## src/sv/utf8d_pkg.sv

```systemverilog
// Package: result beat type, lead octet decode and completed value check for the UTF-8 decoder.
package utf8d_pkg;

   // one result beat as it sits in the output queue
   typedef struct packed {
      logic [30:0] code_point;
      logic        error;
      logic        last;
   } result_type;

   // class of an octet taken as the start of a sequence
   typedef enum logic [1:0] {
      LEAD_ASCII,
      LEAD_MULTI,
      LEAD_BAD
   } lead_kind_type;

   typedef struct packed {
      lead_kind_type kind;
      logic [2:0]    trailers;
      logic [30:0]   load;
   } lead_type;

   localparam int unsigned QUEUE_DEPTH = 4;
   localparam int unsigned QUEUE_AW    = $clog2(QUEUE_DEPTH);

   localparam logic [30:0] SURR_LO = 31'h0000_D800;
   localparam logic [30:0] SURR_HI = 31'h0000_DFFF;
   localparam logic [30:0] NONCH_E = 31'h0000_FFFE;
   localparam logic [30:0] NONCH_F = 31'h0000_FFFF;

   // classify a lead octet and place its payload bits at their final position
   function automatic lead_type decode_lead(input logic [7:0] c);
      lead_type r;
      r.kind     = LEAD_BAD;
      r.trailers = 3'd0;
      r.load     = 31'd0;
      priority if (c[7] == 1'b0) begin
         r.kind = LEAD_ASCII;
         r.load = 31'(c);
      end else if (c[7:5] == 3'b110) begin
         r.kind     = LEAD_MULTI;
         r.trailers = 3'd1;
         r.load     = 31'({c[4:0], 6'd0});
      end else if (c[7:4] == 4'b1110) begin
         r.kind     = LEAD_MULTI;
         r.trailers = 3'd2;
         r.load     = 31'({c[3:0], 12'd0});
      end else if (c[7:3] == 5'b11110) begin
         r.kind     = LEAD_MULTI;
         r.trailers = 3'd3;
         r.load     = 31'({c[2:0], 18'd0});
      end else if (c[7:2] == 6'b111110) begin
         r.kind     = LEAD_MULTI;
         r.trailers = 3'd4;
         r.load     = 31'({c[1:0], 24'd0});
      end else if (c[7:1] == 7'b1111110) begin
         r.kind     = LEAD_MULTI;
         r.trailers = 3'd5;
         r.load     = {c[0], 30'd0};
      end else begin
         r.kind = LEAD_BAD;
      end
      return r;
   endfunction

   // place six continuation bits below those already gathered
   function automatic logic [30:0] place_trailer(input logic [5:0] bits,
                                                 input logic [2:0] pos);
      logic [30:0] r;
      unique case (pos)
         3'd0:    r = 31'(bits);
         3'd1:    r = 31'({bits, 6'd0});
         3'd2:    r = 31'({bits, 12'd0});
         3'd3:    r = 31'({bits, 18'd0});
         3'd4:    r = 31'({bits, 24'd0});
         default: r = 31'd0;
      endcase
      return r;
   endfunction

   // reject overlong forms, surrogates and the two noncharacters
   function automatic logic bad_value(input logic [30:0] v, input logic [2:0] len);
      logic overlong;
      unique case (len)
         3'd1:    overlong = (v < 31'h0000_0080);
         3'd2:    overlong = (v < 31'h0000_0800);
         3'd3:    overlong = (v < 31'h0001_0000);
         3'd4:    overlong = (v < 31'h0020_0000);
         3'd5:    overlong = (v < 31'h0400_0000);
         default: overlong = 1'b0;
      endcase
      return overlong || ((v >= SURR_LO) && (v <= SURR_HI)) ||
             (v == NONCH_E) || (v == NONCH_F);
   endfunction

endpackage

```

## src/sv/utf8_stream_decoder_top.sv

```systemverilog
// Top level: UTF-8 byte stream decoder with a four-beat result queue.
//
// Input channel req_: one octet per beat on req_byte_in, valid/ready handshake.
// Result channel rsp_: code point, error flag and last flag per beat.
// Each octet yields zero, one or two results; last marks the final result that
// an octet causes. An octet that breaks a sequence gives an error beat and is
// then decoded as a new lead, so it may give a second beat.
// Decode is one short pass on the accepted octet and the sequence state; the
// results are registered only in the result queue, and each is offered from
// the head of that queue.
// Throughput: one octet per cycle while the receiver takes one beat per cycle and
// each octet gives at most one result; an octet with two results gives two beats.
// req_ready is high while the queue has room for two beats, so a stalled
// receiver holds back the input once the queue fills; nothing is dropped.
// Reset (synchronous, active high) clears the sequence state and empties the
// queue; both channels are held off while it is high. A sequence left
// incomplete at the end of the stream is never flushed.
module utf8_stream_decoder_top (
   input  logic        clock,
   input  logic        reset,
   input  logic        req_valid,
   output logic        req_ready,
   input  logic [7:0]  req_byte_in,
   output logic        rsp_valid,
   input  logic        rsp_ready,
   output logic [30:0] rsp_code_point,
   output logic        rsp_error,
   output logic        rsp_last
);

   localparam int unsigned AW = utf8d_pkg::QUEUE_AW;

   // sequence state
   logic [2:0]  trailers_ff, trailers_in;
   logic [2:0]  seqlen_ff, seqlen_in;
   logic [30:0] acc_ff, acc_in;

   // result queue
   utf8d_pkg::result_type queue_ff [utf8d_pkg::QUEUE_DEPTH];
   logic [AW-1:0] wr_ptr_ff, wr_ptr_in;
   logic [AW-1:0] rd_ptr_ff, rd_ptr_in;
   logic [AW:0]   count_ff, count_in;

   logic                  accept, pop;
   logic [1:0]            n_res;
   utf8d_pkg::result_type res0, res1;
   utf8d_pkg::lead_type   ld;
   logic [2:0]            trailers_eff, trailers_dec;
   logic [30:0]           acc_merged;
   logic                  reject;

   assign accept    = req_valid && req_ready;
   assign pop       = rsp_valid && rsp_ready;
   assign req_ready = !reset && (count_ff <= (AW+1)'(utf8d_pkg::QUEUE_DEPTH - 2));
   assign rsp_valid = !reset && (count_ff != '0);

   assign rsp_code_point = queue_ff[rd_ptr_ff].code_point;
   assign rsp_error      = queue_ff[rd_ptr_ff].error;
   assign rsp_last       = queue_ff[rd_ptr_ff].last;

   // classify the octet both as a lead and as a continuation
   assign ld           = utf8d_pkg::decode_lead(req_byte_in);
   assign trailers_eff = (trailers_ff > 3'd5) ? 3'd0 : trailers_ff;
   assign trailers_dec = trailers_eff - 3'd1;
   assign acc_merged   = acc_ff | utf8d_pkg::place_trailer(req_byte_in[5:0], trailers_dec);
   assign reject       = utf8d_pkg::bad_value(acc_merged, seqlen_ff);

   // decode the accepted octet into up to two results and the next state
   always_comb begin
      trailers_in = trailers_ff;
      seqlen_in   = seqlen_ff;
      acc_in      = acc_ff;
      n_res       = 2'd0;
      res0        = '{code_point: 31'd0, error: 1'b1, last: 1'b1};
      res1        = '{code_point: 31'd0, error: 1'b1, last: 1'b1};
      if (accept) begin
         if (trailers_eff != 3'd0 && req_byte_in[7:6] == 2'b10) begin
            // continuation: add six bits, finish on the last one
            trailers_in = trailers_dec;
            acc_in      = acc_merged;
            if (trailers_dec == 3'd0) begin
               n_res = 2'd1;
               if (reject) begin
                  acc_in = 31'd0;
               end else begin
                  res0.code_point = acc_merged;
                  res0.error      = 1'b0;
               end
            end
         end else begin
            // lead octet or broken sequence: error beat first if broken, then decode as a lead
            logic       broken;
            logic [1:0] slot;
            broken = (trailers_eff != 3'd0);
            slot   = broken ? 2'd1 : 2'd0;
            if (broken) begin
               res0.last = 1'b0;
               acc_in    = 31'd0;
            end
            unique case (ld.kind)
               utf8d_pkg::LEAD_ASCII: begin
                  trailers_in = 3'd0;
                  seqlen_in   = 3'd0;
                  acc_in      = ld.load;
                  n_res       = slot + 2'd1;
                  if (broken) begin
                     res1.code_point = ld.load;
                     res1.error      = 1'b0;
                  end else begin
                     res0.code_point = ld.load;
                     res0.error      = 1'b0;
                  end
               end
               utf8d_pkg::LEAD_MULTI: begin
                  trailers_in = ld.trailers;
                  seqlen_in   = ld.trailers;
                  acc_in      = ld.load;
                  n_res       = slot;
                  res0.last   = 1'b1;
               end
               default: begin
                  trailers_in = 3'd0;
                  acc_in      = 31'd0;
                  n_res       = slot + 2'd1;
               end
            endcase
         end
      end
   end

   // advance the queue pointers and occupancy
   always_comb begin
      wr_ptr_in = wr_ptr_ff + AW'(n_res);
      rd_ptr_in = pop ? rd_ptr_ff + AW'(1) : rd_ptr_ff;
      count_in  = count_ff + (AW+1)'(n_res) - (AW+1)'(pop);
   end

   // hold control state; clear on reset
   always_ff @(posedge clock) begin
      if (reset) begin
         trailers_ff <= 3'd0;
         seqlen_ff   <= 3'd0;
         acc_ff      <= 31'd0;
         wr_ptr_ff   <= '0;
         rd_ptr_ff   <= '0;
         count_ff    <= '0;
      end else begin
         trailers_ff <= trailers_in;
         seqlen_ff   <= seqlen_in;
         acc_ff      <= acc_in;
         wr_ptr_ff   <= wr_ptr_in;
         rd_ptr_ff   <= rd_ptr_in;
         count_ff    <= count_in;
      end
   end

   // write result beats into the queue
   always_ff @(posedge clock) begin
      if (n_res != 2'd0) begin
         queue_ff[wr_ptr_ff] <= res0;
      end
      if (n_res == 2'd2) begin
         queue_ff[wr_ptr_ff + AW'(1)] <= res1;
      end
   end

endmodule
```

## config.mk

```make
export PLATFORM = sky130hd
export DESIGN_NAME = utf8_stream_decoder_top
export DESIGN_NICKNAME = d
export VERILOG_FILES = /design/src/sv/utf8d_pkg.sv /design/src/sv/utf8_stream_decoder_top.sv
export SDC_FILE = /design/constraint.sdc
export NUM_CORES = 1
export LEC_CHECK = 0
export BUFFER_PORTS_ARGS = -buffer_cell sky130_fd_sc_hd__buf_4
export CAP_MARGIN = 20
export CORE_MARGIN = 8
export CORE_UTILIZATION = 53
export CTS_CLUSTER_DIAMETER = 30
export DETAILED_ROUTE_END_ITERATION = 8
export GPL_TIMING_DRIVEN = 0
export PLACE_DENSITY = 0.82
export RECOVER_POWER = 50
export SETUP_SLACK_MARGIN = 0.05
export SYNTH_ARGS = -nofsm -noshare
export SYNTH_HDL_FRONTEND = slang
export SYNTH_SLANG_ARGS = --single-unit
export TNS_END_PERCENT = 20
```

## constraint.sdc

```tcl
create_clock -name clock -period 4.2 [get_ports clock]
set_input_delay 0.84 -clock clock [delete_from_list [all_inputs] [get_ports clock]]
set_output_delay 0.84 -clock clock [all_outputs]
set_load 0.02 [all_outputs]
```

==> qor.yml <==
status: "completed"
hp-class: "flop to flop"
cp.arrival_ns: 4.25
dr.pass1.iters: 6
critPathRequiredTime_ns: 4.33
p_leak_uw: 0.00325
relSlewSlack_pct: 37.5
post-place-ws_ns: -1.18
ys_warn_count: 0
ant_nets: 0
worstPathMaxFanout: 10
drv_slew: 0
synth-edff-count: 88
drive_gt1_share_pct: 16.4
worst_path_max_delay_cell: "nor2_1"
drc: 0
crit_buf_inv: 5
netlist.area_leader.share_pct: 31.1
crit_path_end_kind: "flop"
power_density_nw_per_um2: 458
grt_start_max_net_pins: 18
cts-buffers-inserted: 17
synth_nets: 791
fin_skew_ns: 0.0177
grt_pass1_wl_um: 38300
maxCapViolCount: 0
core_area_um2: 15800
die_h_um: 143
clk_latency_ns: 0.44
yosys_register_bits: 178
routed_wl_um: 24600
cts_htree_levels: 4
syn_area_per_cell_um2: 11.0
fin_ws_ns: 0.0735
gp_congestion: 1.00
start_util_pct: 53.8
io_buffers: 45
fin_crit_ns: 4.13
grt_pass1_vias: 6902
chipWidth_um: 143
cts_tree: "done"
cts_buffer_depth: 2
hold_viol_final: 0
fmax_mhz: 242
setup_viol: 0
die_area_um2: 20300
cp_top_family: "simple AND/OR/NAND/NOR gates"
overflow: 0
async_reset_ff_share_pct: 0
synth_most_common_cell: "nor2_1"
clk_pin_slew_worst_paths_ns: 0.07
cts_num_sinks: 178
ys_top_cells_by_count: "116 x nor2_1, 90 x dfxtp_1, 88 x edfxtp_1"
routedWlPerCell_um: 22.9
cts_root_buffer: "clkbuf_16"
cp_common_cell: "buf_4"
max_slew.worst_pin.slew_ns: 0.934
ys_seq_area_share_pct: 52.4
area_growth_pct: 14.0
vias: 7178
grt.total_usage_pct: 24.8
synthTopCellsByArea: "edfxtp_1 31%, dfxtp_1 21%, mux4_2 8.8%, nor2_1 5.1%, a22o_1 3.7%"
place_area_um2: 9090
cp-start-kind: "input port"
dpl.hpwl_um: 16600
drt_iter0_markers: 1042
fillCellCount: 1266
viasPerCell: 6.67
synth_top_area_cell: "edfxtp_1"
finalSetupTns_ns: 0
io_pins: 47
critPathMaxStageDelay_ns: 0.72
critPathKind: "input port to flop"
fin_crit_sh_pct: 98.2
ir_drop_uv: 305
finalInstanceArea_um2: 9670
n_antenna_cell: 0
cp_cell_sequence: "buf_4 > clkbuf_1 > a21oi_1 > nor3_1 > ha_1 > nand3_1 > or2_1 > buf_2 > nor2_1 > nor2_4 > clkinvlp_2 > buf_4"
nets: 867
antenna_found_initial: 0
syn_area_um2: 8490
synthCells: 771
rows: 46
rsz0062_at_grt: "yes"
cts-hold-fix-buffers: 0
ys_types: 66
synthFlopType: "dfxtp_1"
[worst paths after layout]
path	end	from	slack (ns)	cells past startpoint
max	queue_ff[3][15]	req_byte_in[4]	0.07	12
min	queue_ff[1][13]	queue_ff[1][13]	0.46	2
max reg2reg	queue_ff[0][7]	trailers_ff[2]	0.17	14
min reg2reg	queue_ff[1][13]	queue_ff[1][13]	0.46	2
[cell usage in the layout, fill, tap and decap left out, types with 4 or more instances in the layout]
cell type / count
a211oi_1: 21
a21o_1: 4
a21oi_1: 35
a221oi_1: 4
a22o_1: 36
a2bb2oi_1: 8
a311oi_1: 4
a31o_2: 6
a31oi_1: 20
a32o_1: 25
buf_2: 7
buf_4: 19
clkbuf_1: 80
clkbuf_16: 19
clkbuf_2: 6
clkinvlp_2: 4
clkinvlp_4: 4
dfxtp_1: 90
edfxtp_1: 88
ha_1: 7
inv_1: 9
mux4_2: 33
nand2_1: 49
nand2b_1: 9
nand3_1: 21
nor2_1: 113
nor2_2: 5
nor2_4: 5
nor3_1: 15
o21ai_0: 15
o221ai_1: 4
o22ai_1: 9
or2_2: 10
or3_1: 6
or4_1: 6
xnor2_1: 5
[metrics by stage]
stage | cells | util [%] | hold WS (ns) | total power, uW
4_1_cts | 1076 | 62.3 | 0.460 | 4460
3_5_place_dp | 1032 | 57.7 | 0.444 | 2890
3_3_place_gp | 1032 | 57.7 | 0.433 | 2880
5_1_grt | 1076 | 61.3 | 0.483 | 4590
2_1_floorplan | 771 | - | 0.420 | 2610
6_report | 1076 | 61.3 | 0.463 | 4430
[registers in the layout (all words and copies together), names as in the netlist, named ones only]
register,cells
seqlen_ff,3
count_ff,3
rd_ptr_ff,2
trailers_ff,3
acc_ff,31
wr_ptr_ff,2
queue_ff,132
[power breakdown]
group	switching [uW]	internal [uW]
combinational	597	320
sequential	43.9	1900
clock	713	862
total	1350	3080
[cells by family (layout without fill, tap and decap cells)]
family / after synthesis / after routing / share of synthesized area (%)
buf+inv: 74 / 163 / 3.61
flops: 178 / 178 / 52.4
simple gates: 263 / 263 / 14.8
fa+ha+maj: 8 / 8 / 1.27
mux: 35 / 35 / 8.99
compound gates: 207 / 207 / 18.3
xor+xnor: 6 / 6 / 0.619
[area by class of cell]
type                            count  area, um2  area share [%]
Buffer                             60        256            2.65
Clock buffer                       22        497            5.13
Clock inverter                     10       85.1           0.879
Inverter                           14       57.6           0.595
Multi-Input combinational cell    519       3770            39.0
Sequential cell                   178       4440            45.9
Tap cell                          216        270            2.79
Timing Repair Buffer               53        263            2.72
Timing Repair inverter              4       30.0           0.310
[layer usage]
layer  GRT usage (%)  up-vias  part of all wire (%)
li1                -     3103                     -
met1            31.7     3408                    38
met2            37.5      553                    46
met3            6.71      114                    12
met4            13.6        0                   4.2
met5               0        -                     0
[timing repair]
item,4_1_cts,5_1_grt
gates cloned,4,0
endpoints found under the setup margin,139,50
resized for setup,19,8
buffers inserted,8,0
[worst reg2reg max path, cell delays in order, from the launching register on]
cell and delay, ns:
dfxtp_1 0.40, nand2b_1 0.20, inv_1 0.08, nor2_1 0.11
ha_1 0.23, buf_2 0.17, and4b_1 0.27, buf_4 0.20
a21oi_1 0.31, or4_1 0.23, nor2_1 0.11, o31ai_4 0.40
nand2_1 0.31, o31ai_1 0.67, a32o_1 0.24
Power figures use the tool's default switching activity.
